===== src/wpd_pkg.sv =====
// ---------------------------------------------------------------------------
// wpd_pkg: shared types and constants of the WAV PCM stream decoder
// Holds the byte and result transaction types, the status and result kind
// codes, and the RIFF and chunk tag constants.
// ---------------------------------------------------------------------------
package wpd_pkg;

  // One input transaction: a file byte and the mark on the final byte.
  typedef struct packed {
    logic [7:0] file_byte;
    logic       end_of_file;
  } byte_item_t;

  // One result transaction: a decoded sample or the end status.
  typedef struct packed {
    logic               result_kind;
    logic signed [15:0] sample;
    logic [31:0]        sample_rate;
    logic [2:0]         status;
    logic               last_of_run;
  } result_item_t;

  localparam logic KIND_SAMPLE = 1'b0;
  localparam logic KIND_STATUS = 1'b1;

  localparam logic [2:0] STATUS_OK          = 3'd0;
  localparam logic [2:0] STATUS_BAD_HEADER  = 3'd1;
  localparam logic [2:0] STATUS_BAD_FORMAT  = 3'd2;
  localparam logic [2:0] STATUS_DATA_EARLY  = 3'd3;
  localparam logic [2:0] STATUS_NO_SAMPLES  = 3'd4;
  localparam logic [2:0] STATUS_NO_DATA     = 3'd5;

  localparam logic [31:0] RIFF_TAG = 32'h5249_4646;  // "RIFF"
  localparam logic [31:0] WAVE_TAG = 32'h5741_5645;  // "WAVE"
  localparam logic [31:0] FMT_TAG  = 32'h666D_7420;  // "fmt "
  localparam logic [31:0] DATA_TAG = 32'h6461_7461;  // "data"

  localparam logic [15:0] EXT_FORMAT_TAG = 16'hFFFE;
  localparam logic [4:0]  FMT_CAP        = 5'd26;
  localparam logic [4:0]  FMT_MIN        = 5'd16;

endpackage


===== src/wav_pcm_stream_decoder.sv =====
// ---------------------------------------------------------------------------
// wav_pcm_stream_decoder: WAV byte stream to mono 16-bit PCM samples
// Parses the RIFF/WAVE header and chunks, captures the fmt chunk and turns
// data chunk bytes into mono samples followed by one end status.
// ---------------------------------------------------------------------------
// Each accepted byte's results are pushed into the four-entry result
// queue. Throughput: one byte per cycle while byte_ready is high; the
// queue drains one result per cycle while result_ready is high. byte_ready
// is high while the queue holds at most two results. Reset (rst,
// synchronous) returns the parser to the RIFF header phase and empties
// the result queue.
module wav_pcm_stream_decoder (
  input  logic                 clk,
  input  logic                 rst,
  input  logic                 byte_valid,
  output logic                 byte_ready,
  input  wpd_pkg::byte_item_t  byte_data,
  output logic                 result_valid,
  input  logic                 result_ready,
  output wpd_pkg::result_item_t result_data
);
  import wpd_pkg::*;

  // Parse phases, one-hot.
  typedef enum logic [6:0] {
    PH_RIFF  = 7'b0000001,
    PH_CHUNK = 7'b0000010,
    PH_FMT   = 7'b0000100,
    PH_DATA  = 7'b0001000,
    PH_SKIP  = 7'b0010000,
    PH_PAD   = 7'b0100000,
    PH_DONE  = 7'b1000000
  } phase_t;

  // Parser state. Every field has a defined reset, and the final byte of a
  // file also returns all of it to that reset.
  phase_t             phase, phase_next;
  logic [3:0]         header_index, header_index_next;
  logic [31:0]        chunk_tag, chunk_tag_next;
  logic [31:0]        chunk_length, chunk_length_next;
  logic [32:0]        bytes_left, bytes_left_next;
  logic               pad_pending, pad_pending_next;
  logic [15:0]        format_tag, format_tag_next;
  logic [15:0]        channel_count, channel_count_next;
  logic [31:0]        rate_value, rate_value_next;
  logic [15:0]        bits_per_sample, bits_per_sample_next;
  logic [15:0]        subformat_word, subformat_word_next;
  logic [4:0]         format_bytes_seen, format_bytes_seen_next;
  logic               format_valid, format_valid_next;
  logic [1:0]         frame_byte_index, frame_byte_index_next;
  logic [7:0]         low_byte_hold, low_byte_hold_next;
  logic signed [17:0] channel_sum, channel_sum_next;
  logic               frame_seen, frame_seen_next;

  // Results caused by the byte in hand: at most one sample, then at most
  // one status. Both carry the rate as it stands after this byte's capture.
  logic               smp_emit;
  logic signed [15:0] smp_val;
  logic               st_emit;
  logic [2:0]         st_code;
  logic [31:0]        res_rate;

  // Result queue.
  result_item_t       queue [4];
  logic [1:0]         wr_ptr, rd_ptr;
  logic [2:0]         count;
  logic               accept, pop;
  logic [2:0]         push_count;
  result_item_t       smp_item, st_item, first_item;

  assign accept       = byte_valid && byte_ready;
  assign pop          = result_valid && result_ready;
  assign byte_ready   = (count <= 3'd2);
  assign result_valid = (count != 3'd0);
  assign result_data  = queue[rd_ptr];

  // The fmt chunk check, applied to the captured fields.
  function automatic logic fmt_ok(
    input logic [15:0] ftag,
    input logic [15:0] chans,
    input logic [31:0] rate,
    input logic [15:0] bits,
    input logic [15:0] subfmt,
    input logic [4:0]  seen
  );
    logic pcm;
    pcm = (ftag == 16'd1) ||
          (ftag == EXT_FORMAT_TAG && seen >= FMT_CAP && subfmt == 16'd1);
    return (seen >= FMT_MIN) && pcm &&
           (chans == 16'd1 || chans == 16'd2) &&
           (bits == 16'd8 || bits == 16'd16) && (rate != 32'd0);
  endfunction

  always_comb begin
    logic [7:0]         b;
    logic               eof;
    logic [3:0]         hi_inc;
    logic [32:0]        bl_dec;
    logic [31:0]        tag_v;
    logic [31:0]        len_v;
    logic [4:0]         k;
    logic               bad;
    logic               wide;
    logic               stereo;
    logic [2:0]         frame_bytes;
    logic [2:0]         idx_inc;
    logic signed [17:0] sum_v;
    logic signed [17:0] avg;

    b   = byte_data.file_byte;
    eof = byte_data.end_of_file;

    phase_next             = phase;
    header_index_next      = header_index;
    chunk_tag_next         = chunk_tag;
    chunk_length_next      = chunk_length;
    bytes_left_next        = bytes_left;
    pad_pending_next       = pad_pending;
    format_tag_next        = format_tag;
    channel_count_next     = channel_count;
    rate_value_next        = rate_value;
    bits_per_sample_next   = bits_per_sample;
    subformat_word_next    = subformat_word;
    format_bytes_seen_next = format_bytes_seen;
    format_valid_next      = format_valid;
    frame_byte_index_next  = frame_byte_index;
    low_byte_hold_next     = low_byte_hold;
    channel_sum_next       = channel_sum;
    frame_seen_next        = frame_seen;

    smp_emit = 1'b0;
    smp_val  = '0;
    st_emit  = 1'b0;
    st_code  = STATUS_OK;

    hi_inc      = header_index + 4'd1;
    bl_dec      = bytes_left - 33'd1;
    tag_v       = (header_index == 4'd0) ? 32'd0 : chunk_tag;
    len_v       = (header_index == 4'd0) ? 32'd0 : chunk_length;
    k           = format_bytes_seen;
    wide        = (bits_per_sample == 16'd16);
    stereo      = (channel_count == 16'd2);
    frame_bytes = wide ? (stereo ? 3'd4 : 3'd2) : (stereo ? 3'd2 : 3'd1);
    idx_inc     = {1'b0, frame_byte_index} + 3'd1;
    sum_v       = channel_sum;
    avg         = '0;
    bad         = 1'b0;

    case (phase)
      PH_RIFF: begin
        // Bytes 0-3 must spell RIFF and bytes 8-11 WAVE; 4-7 are the size.
        bad = (header_index < 4'd4 &&
               b != RIFF_TAG[{~header_index[1:0], 3'b000} +: 8]) ||
              (header_index >= 4'd8 &&
               b != WAVE_TAG[{~header_index[1:0], 3'b000} +: 8]);
        if (bad) begin
          st_emit    = 1'b1;
          st_code    = STATUS_BAD_HEADER;
          phase_next = PH_DONE;
        end else if (hi_inc >= 4'd12) begin
          header_index_next = 4'd0;
          phase_next        = PH_CHUNK;
        end else begin
          header_index_next = hi_inc;
        end
      end
      PH_CHUNK: begin
        // Tag bytes arrive big-end first; the length is little-endian.
        if (header_index < 4'd4) begin
          tag_v = {tag_v[23:0], b};
        end else begin
          len_v[{header_index[1:0], 3'b000} +: 8] = b;
        end
        chunk_tag_next    = tag_v;
        chunk_length_next = len_v;
        header_index_next = hi_inc;
        if (hi_inc >= 4'd8) begin
          header_index_next = 4'd0;
          pad_pending_next  = len_v[0];
          if (tag_v == FMT_TAG) begin
            format_tag_next        = '0;
            channel_count_next     = '0;
            rate_value_next        = '0;
            bits_per_sample_next   = '0;
            subformat_word_next    = '0;
            format_bytes_seen_next = '0;
            format_valid_next      = 1'b0;
            bytes_left_next        = {1'b0, len_v};
            phase_next             = PH_FMT;
            // An empty fmt chunk can never pass the check.
            if (len_v == 32'd0) begin
              st_emit    = 1'b1;
              st_code    = STATUS_BAD_FORMAT;
              phase_next = PH_DONE;
            end
          end else if (tag_v == DATA_TAG) begin
            if (!format_valid) begin
              st_emit    = 1'b1;
              st_code    = STATUS_DATA_EARLY;
              phase_next = PH_DONE;
            end else begin
              frame_byte_index_next = '0;
              channel_sum_next      = '0;
              frame_seen_next       = 1'b0;
              bytes_left_next       = {1'b0, len_v};
              phase_next            = PH_DATA;
              if (len_v == 32'd0) begin
                st_emit    = 1'b1;
                st_code    = STATUS_NO_SAMPLES;
                phase_next = PH_DONE;
              end
            end
          end else begin
            // Unknown chunk: skip its body and its pad byte together.
            bytes_left_next = {1'b0, len_v} + {32'd0, len_v[0]};
            phase_next      = (len_v != 32'd0) ? PH_SKIP : PH_CHUNK;
          end
        end
      end
      PH_FMT: begin
        if (k < FMT_CAP) begin
          if (k < 5'd2) begin
            format_tag_next[{k[0], 3'b000} +: 8] = b;
          end else if (k < 5'd4) begin
            channel_count_next[{k[0], 3'b000} +: 8] = b;
          end else if (k < 5'd8) begin
            rate_value_next[{k[1:0], 3'b000} +: 8] = b;
          end else if (k == 5'd14 || k == 5'd15) begin
            bits_per_sample_next[{k[0], 3'b000} +: 8] = b;
          end else if (k == 5'd24 || k == 5'd25) begin
            subformat_word_next[{k[0], 3'b000} +: 8] = b;
          end
          format_bytes_seen_next = k + 5'd1;
        end
        bytes_left_next = bl_dec;
        if (bl_dec == 33'd0) begin
          if (fmt_ok(format_tag_next, channel_count_next, rate_value_next,
                     bits_per_sample_next, subformat_word_next,
                     format_bytes_seen_next)) begin
            format_valid_next = 1'b1;
            phase_next        = pad_pending ? PH_PAD : PH_CHUNK;
          end else begin
            st_emit    = 1'b1;
            st_code    = STATUS_BAD_FORMAT;
            phase_next = PH_DONE;
          end
        end
      end
      PH_DATA: begin
        if (!wide) begin
          // Unsigned 8-bit minus 128 is the byte with its top bit flipped.
          sum_v = channel_sum + 18'(signed'({~b[7], b[6:0], 8'h00}));
        end else if (!frame_byte_index[0]) begin
          low_byte_hold_next = b;
        end else begin
          sum_v = channel_sum + 18'(signed'({b, low_byte_hold}));
        end
        if (idx_inc >= frame_bytes) begin
          // Halve toward zero: add one to a negative sum before the shift.
          avg = (sum_v + {17'd0, sum_v[17]}) >>> 1;
          smp_emit              = 1'b1;
          smp_val               = stereo ? avg[15:0] : sum_v[15:0];
          frame_seen_next       = 1'b1;
          channel_sum_next      = '0;
          frame_byte_index_next = '0;
        end else begin
          channel_sum_next      = sum_v;
          frame_byte_index_next = idx_inc[1:0];
        end
        bytes_left_next = bl_dec;
        if (bl_dec == 33'd0) begin
          st_emit    = 1'b1;
          st_code    = frame_seen_next ? STATUS_OK : STATUS_NO_SAMPLES;
          phase_next = PH_DONE;
        end
      end
      PH_SKIP: begin
        bytes_left_next = bl_dec;
        if (bl_dec == 33'd0) begin
          phase_next = PH_CHUNK;
        end
      end
      PH_PAD: begin
        pad_pending_next = 1'b0;
        phase_next       = PH_CHUNK;
      end
      default: begin
      end
    endcase

    res_rate = rate_value_next;

    if (eof) begin
      // A file that ends before any status gets one from where it stands.
      if (phase_next != PH_DONE) begin
        st_emit = 1'b1;
        case (phase_next)
          PH_RIFF: st_code = STATUS_BAD_HEADER;
          PH_FMT: begin
            st_code = fmt_ok(format_tag_next, channel_count_next, rate_value_next,
                             bits_per_sample_next, subformat_word_next,
                             format_bytes_seen_next) ? STATUS_NO_DATA
                                                     : STATUS_BAD_FORMAT;
          end
          PH_DATA: st_code = frame_seen_next ? STATUS_OK : STATUS_NO_SAMPLES;
          default: st_code = STATUS_NO_DATA;
        endcase
      end
      phase_next             = PH_RIFF;
      header_index_next      = '0;
      chunk_tag_next         = '0;
      chunk_length_next      = '0;
      bytes_left_next        = '0;
      pad_pending_next       = 1'b0;
      format_tag_next        = '0;
      channel_count_next     = '0;
      rate_value_next        = '0;
      bits_per_sample_next   = '0;
      subformat_word_next    = '0;
      format_bytes_seen_next = '0;
      format_valid_next      = 1'b0;
      frame_byte_index_next  = '0;
      low_byte_hold_next     = '0;
      channel_sum_next       = '0;
      frame_seen_next        = 1'b0;
    end
  end

  // Result transactions built from this byte's outcome.
  always_comb begin
    smp_item.result_kind = KIND_SAMPLE;
    smp_item.sample      = smp_val;
    smp_item.sample_rate = res_rate;
    smp_item.status      = STATUS_OK;
    smp_item.last_of_run = !st_emit;

    st_item.result_kind  = KIND_STATUS;
    st_item.sample       = '0;
    st_item.sample_rate  = res_rate;
    st_item.status       = st_code;
    st_item.last_of_run  = 1'b1;

    first_item = smp_emit ? smp_item : st_item;
    push_count = accept ? ({2'd0, smp_emit} + {2'd0, st_emit}) : 3'd0;
  end

  always_ff @(posedge clk) begin
    if (rst) begin
      phase             <= PH_RIFF;
      header_index      <= '0;
      chunk_tag         <= '0;
      chunk_length      <= '0;
      bytes_left        <= '0;
      pad_pending       <= 1'b0;
      format_tag        <= '0;
      channel_count     <= '0;
      rate_value        <= '0;
      bits_per_sample   <= '0;
      subformat_word    <= '0;
      format_bytes_seen <= '0;
      format_valid      <= 1'b0;
      frame_byte_index  <= '0;
      low_byte_hold     <= '0;
      channel_sum       <= '0;
      frame_seen        <= 1'b0;
    end else if (accept) begin
      phase             <= phase_next;
      header_index      <= header_index_next;
      chunk_tag         <= chunk_tag_next;
      chunk_length      <= chunk_length_next;
      bytes_left        <= bytes_left_next;
      pad_pending       <= pad_pending_next;
      format_tag        <= format_tag_next;
      channel_count     <= channel_count_next;
      rate_value        <= rate_value_next;
      bits_per_sample   <= bits_per_sample_next;
      subformat_word    <= subformat_word_next;
      format_bytes_seen <= format_bytes_seen_next;
      format_valid      <= format_valid_next;
      frame_byte_index  <= frame_byte_index_next;
      low_byte_hold     <= low_byte_hold_next;
      channel_sum       <= channel_sum_next;
      frame_seen        <= frame_seen_next;
    end
  end

  // Queue pointers and fill count.
  always_ff @(posedge clk) begin
    if (rst) begin
      wr_ptr <= '0;
      rd_ptr <= '0;
      count  <= '0;
    end else begin
      wr_ptr <= wr_ptr + push_count[1:0];
      if (pop) begin
        rd_ptr <= rd_ptr + 2'd1;
      end
      count <= count + push_count - {2'd0, pop};
    end
  end

  // Queue entries carry payload only.
  always_ff @(posedge clk) begin
    if (push_count != 3'd0) begin
      queue[wr_ptr] <= first_item;
    end
    if (push_count == 3'd2) begin
      queue[wr_ptr + 2'd1] <= st_item;
    end
  end

endmodule


===== config.mk =====
export PLATFORM = sky130hd
export DESIGN_NAME = wav_pcm_stream_decoder
export DESIGN_NICKNAME = d
export VERILOG_FILES = /design/src/wpd_pkg.sv /design/src/wav_pcm_stream_decoder.sv
export SDC_FILE = /design/constraint.sdc
export NUM_CORES = 1
export LEC_CHECK = 0
export ABC_AREA = 1
export BUFFER_PORTS_ARGS = -buffer_cell sky130_fd_sc_hd__buf_2
export CELL_PAD_IN_SITES_DETAIL_PLACEMENT = 0
export CELL_PAD_IN_SITES_GLOBAL_PLACEMENT = 2
export CORE_ASPECT_RATIO = 1.4
export CORE_MARGIN = 1
export CORE_UTILIZATION = 38
export CTS_CLUSTER_SIZE = 12
export DETAILED_ROUTE_END_ITERATION = 6
export GPL_TIMING_DRIVEN = 0
export PLACE_DENSITY_LB_ADDON = 0.1
export SYNTH_ARGS = -nofsm -noshare
export SYNTH_HDL_FRONTEND = slang
export SYNTH_SLANG_ARGS = --single-unit
export TNS_END_PERCENT = 20

===== constraint.sdc =====
create_clock -name clk -period 12.9 [get_ports clk]
set_input_delay 1.29 -clock clk [delete_from_list [all_inputs] [get_ports clk]]
set_output_delay 1.29 -clock clk [all_outputs]
set_load 0.02 [all_outputs]

Word level (Yosys, flattened, before mapping)
Memory sizes are Yosys's and may differ from the RTL's. A register that Yosys moved wholly into a read port is not among the register bits.
Cells that the tools add are included.
{"block": "totals", "register_bits": 247, "ram_bits": 212, "input_bits": 13, "out_inout_bits": 55, "elab_cells": 334, "mem_count": 1}
{"name": "queue", "words": 4, "width": 53, "rd": 1, "rd_clocked_by_memory_dff": 1, "write_ports": 2, "line_no": "wav_pcm_stream_decoder.sv:64", "rtl": "result_item_t queue [4];"}
{"block": "classes", "addsub": 17, "order_cmp": 14, "n_eq_ne": 45, "shifts": 8, "n_mux": 177, "bitwise": 2, "n_reduce_logical": 50}
{"cell": "32-bit 2-to-1 mux", "count": 18}
{"cell": "16-bit 2-to-1 mux", "count": 35}
{"cell": "33-bit 2-to-1 mux", "count": 5}
{"cell": "18-bit 2-to-1 mux", "count": 9}
{"cell": "16-bit one-hot mux with 2 select lines", "count": 4}
{"cell": "16-bit by 1-bit equality test with 1-bit output, second input constant", "count": 6}
{"cell": "32-bit nonzero test", "count": 3}
{"cell": "7-bit 2-to-1 mux", "count": 13}
{"cell": "33-bit one-hot mux with 2 select lines", "count": 1}
{"cell": "16-bit bitwise mux", "count": 4}
{"cell": "32-bit bitwise mux", "count": 2}
{"cell": "32-bit by 31-bit equality test with 1-bit output, second input constant", "count": 2}
{"cell": "32-bit one-hot mux with 2 select lines", "count": 1}
{"cell": "8-bit by 7-bit variable shift with 32-bit output, first input constant", "count": 2}
{"cell": "32-bit by 6-bit variable part select with 8-bit output, first input constant", "count": 2}
{"cell": "8-bit by 7-bit variable part select with 32-bit output", "count": 2}
{"cell": "53-bit 2-to-1 mux", "count": 1}
{"cell": "16-bit by 2-bit equality test with 1-bit output, second input constant", "count": 3}
{"cell": "16-bit by 5-bit equality test with 1-bit output, second input constant", "count": 3}
{"cell": "7-bit one-hot mux with 6 select lines", "count": 1}
{"cell": "3-bit 2-to-1 mux", "count": 13}
{"cell": "18-bit by 16-bit adder with 18-bit output", "count": 2}
{"cell": "18-bit one-hot mux with 2 select lines", "count": 1}
{"cell": "32-bit by 1-bit adder with 33-bit output", "count": 1}
{"cell": "67 further kinds", "count": 179}

Depth between registers and ports, before layout
{"block": "depth", "ltp_word": 28, "ltp_mapped": 38, "depth_no_buf": 36}

Worst setup path before layout
No wires, ideal clock.
{"block": "synth_path", "path_kind": "input -> register", "startpoint": "input byte_data[1] (netlist bit)", "endpoint": "memory queue[2][10] (netlist bit), enable pin", "setup_time_ns": 0.390, "arrival_time_ns": 5.348, "t_required_ns": 12.510, "setup_slack_ns": 7.162, "stages": 28, "path_buffers": 3, "cell_sequence": "clkbuf_1 > inv_1 > clkbuf_1 > nor2_1 > nand3_1 > nand2_1 > nor2_1 > nand3_1 > nor2_1 > nand2_1 > nor2_1 > nand3_1 > nand3_1 > nor2_1 > nand3_1 > nand2_1 > nor2_1 > nand3_1 > nand2_2 > nand3_1 > ha_1 > inv_1 > nor2_1 > nor2_1 > nor3_1 > nor2_1 > clkbuf_1 > inv_1"}
{"element": "start, declared", "line_no": "wav_pcm_stream_decoder.sv:17", "rtl": "input wpd_pkg::byte_item_t byte_data,"}
{"element": "end, declared", "line_no": "wav_pcm_stream_decoder.sv:64"}

==> out/metrics.cfg <==
[pwr]
p_int_mw=2.74
switching_power_mw=1.74
clkPwrFrac=0.329
p_comb_frac=0.313
fin_total_pwr_mw=4.47
powerDensity_nw_per_um2=137
p_seq_frac=0.358
leakagePower_nw=13.6
sw_frac_of_total=0.389
vdd_drop_max_uv=115

[yosys]
ys_top_cells_by_area=dfxtp_1 (22%), nand2_1 (18%), edfxtp_1 (14%)
yosys.area.top_type=dfxtp_1
synth_seq_cells=461
synth_most_common_cell=nand2_1
ys_async_sr_fraction=0
synthCells=4672
synth_top_cells_by_count=nand2_1 (1,381), nor2_1 (771), inv_1 (455), a21oi_1 (358), dfxtp_1 (321)
yosys.cell_types.count=59
yosysWarnings=0
yosys_most_used_dff=dfxtp_1
syn_area_per_cell_um2=6.31
synth_edf_count=140
ys_seq_area_frac=0.361
yosys.area.top_type_share=0.218
synth_nets=4739
synthesis.area_um2=29500

[sta]
setup_violations=0
finalHoldViolCount=0
fmax_ghz=0.126
slew_headroom=0.160
slew_violations=0
rsz0062_at_grt=false
fin_crit_sh=0.617
min_period_ns=7.96
fin_setup_tns_ns=0
finClkSkew_ns=0.0247
worst_pin_slew_ns=1.26

[finish]
seqCellArea_um2=10600
drive_above_1_share=0.0449
finalNetCount=4859
area_delta_synth_final_pct=10.9
diodes=0
multiInputGateArea_um2=16100
fillers=8531

[worst_hold_path]
min_path_type=register to register

[setup_path]
cp-end-kind=register
reg2reg_slack_ns=5.11
cp-startpoint=byte_data[1]
slowest_delay_ns=0.75
endpoint=queue[1][15]
start_kind=input pin
r2r-end=queue[1][15]
cp.arrival_ns=8.19
reg2regPathDepth=22
crit_top_cell=nor2_1
path_max_fanout=36
required_ns=13.14
crit_slowest_cell=inv_2
r2r-start=channel_count[11]
critical_path_class=input pin to register

[clock_tree]
clk_latency_ns=0.64
numCtsBuffers=51
post_cts.repair.setup_buffers=0
cts_hold_buf=0
cts.sinks=461
cts_htree_levels=2
cts_tree=done
clk_pin_slew_worst_paths_ns=0.06
cts_resized=0
clockRootBuffer=clkbuf_16
cts_buffer_depth=3

[detailed_routing]
first_iter_violations=1903
first_pass_iters=6
drt.antenna.violating_nets=0
wl_per_cell_um=20.9
wl_um=121000
drcViolationCount=0
vias=30700
vias_per_cell=5.28

[global_route]
grt_first_pass_wirelength_um=181000
grt_overflow_total=0
grt_start_max_net_pins=37
grt_usage=0.301
grt_antenna_before_repair=2
grt_pass1_vias=29800

[die]
dieWidth_um=237
num_rows=120
pin_count=68
core_area_um2=76600
start_util=0.385
die_h_um=331
die_area_um2=78700

[placement]
gp_congestion=0.942
io_buffers=65
dp.final_hpwl_um=94400

[run]
max_cap_viol_count=0

[run_status]
outcome=complete, no violations

cells by family (layout without fill, tap and decap cells):
| group | count (synthesis) | count (layout) | synth area share |
|---|---|---|---|
| AND/OR/NAND/NOR | 2594 | 2594 | 0.357 |
| AO/OA/AOI/OAI | 828 | 828 | 0.151 |
| buffers and inverters | 684 | 841 | 0.0916 |
| flip-flops | 461 | 461 | 0.361 |
| adder cells (fa/ha/maj) | 54 | 54 | 0.0237 |
| XOR/XNOR | 48 | 48 | 0.0143 |
| multiplexers | 3 | 3 | 0.00102 |
metal layers:
| metal | GRT usage | part of all wire | vias up |
|---|---|---|---|
| met5 | 0 | 0.00038 | - |
| met4 | 0.150 | 0.054 | 3 |
| met3 | 0.0291 | 0.036 | 271 |
| met2 | 0.572 | 0.53 | 716 |
| met1 | 0.329 | 0.38 | 14300 |
| li1 | - | - | 15400 |
worst max-delay path: cells and delay by family:
family | cells | cell delay, ns
buffers and inverters | 7 | 2.68
AND/OR/NAND/NOR | 21 | 3.75
adder cells (fa/ha/maj) | 1 | 0.40
stage by stage:
stage          hold slack, ns  instance area (µm²)  worst slack, ns  instances  utilization
2_1_floorplan           0.421                29500             7.16       4672            -
3_3_place_gp            0.432                31000             3.71       5713        0.405
3_5_place_dp            0.435                31100             4.37       5715        0.406
4_1_cts                 0.451                32700             5.03       5805        0.427
5_1_grt                 0.463                32700             4.50       5805        0.427
6_report                0.451                32700             4.94       5805        0.427
area by class of cell:
type,instances,share of cell area
Inverter,467,0.0537
Clock inverter,11,0.00441
Tap cell,976,0.0374
Buffer,217,0.0290
Multi-Input combinational cell,3527,0.494
Sequential cell,461,0.325
Timing Repair Buffer,67,0.0114
Clock buffer,79,0.0447
worst min-delay path by stage:
stage | from | end | slack, ns | depth (start not counted)
detailed placement | queue[1][47] | queue[1][47] | 0.44 | 2
floorplan | queue[1][42] | queue[1][42] | 0.42 | 2
global placement | queue[1][36] | queue[1][36] | 0.43 | 2
CTS | queue[1][40] | queue[1][40] | 0.45 | 2
global route | queue[2][49] | queue[2][49] | 0.46 | 2
finish | queue[1][46] | queue[1][46] | 0.45 | 2
cells in the final DEF (no fill, tap or decap), types with 11 or more instances in the layout:
cell type / count
o211ai_1: 14
nor4_1: 21
nand4_1: 74
a21oi_1: 358
xnor2_1: 11
clkbuf_16: 51
edfxtp_1: 140
clkbuf_1: 195
o21ai_1: 13
inv_1: 451
xor2_1: 37
inv_2: 12
a2bb2oi_1: 19
dfxtp_1: 321
nor2_1: 771
o22ai_1: 77
ha_1: 51
o21ai_0: 303
nand3_1: 257
buf_2: 80
nor3_1: 45
nand2_1: 1381
registers in the layout, summed over array words and instances, names as in the netlist, 5 cells and up, named ones only:
name / count
chunk_tag: 32
bytes_left: 33
bits_per_sample: 16
channel_count: 16
format_bytes_seen: 5
chunk_length: 32
low_byte_hold: 8
rate_value: 32
subformat_word: 16
phase: 7
format_tag: 16
channel_sum: 18
queue: 212
power groups by stage:
stage	registers, mW	clock network, mW	logic (mW)
after global routing	1.61	1.55	1.52
after CTS	1.60	1.50	1.41
after detailed placement	1.63	0	1.40
after floorplan	1.63	0	0.876
final	1.60	1.47	1.40
after global placement	1.63	0	1.40
No activity file was read; power rests on OpenSTA's default activity.
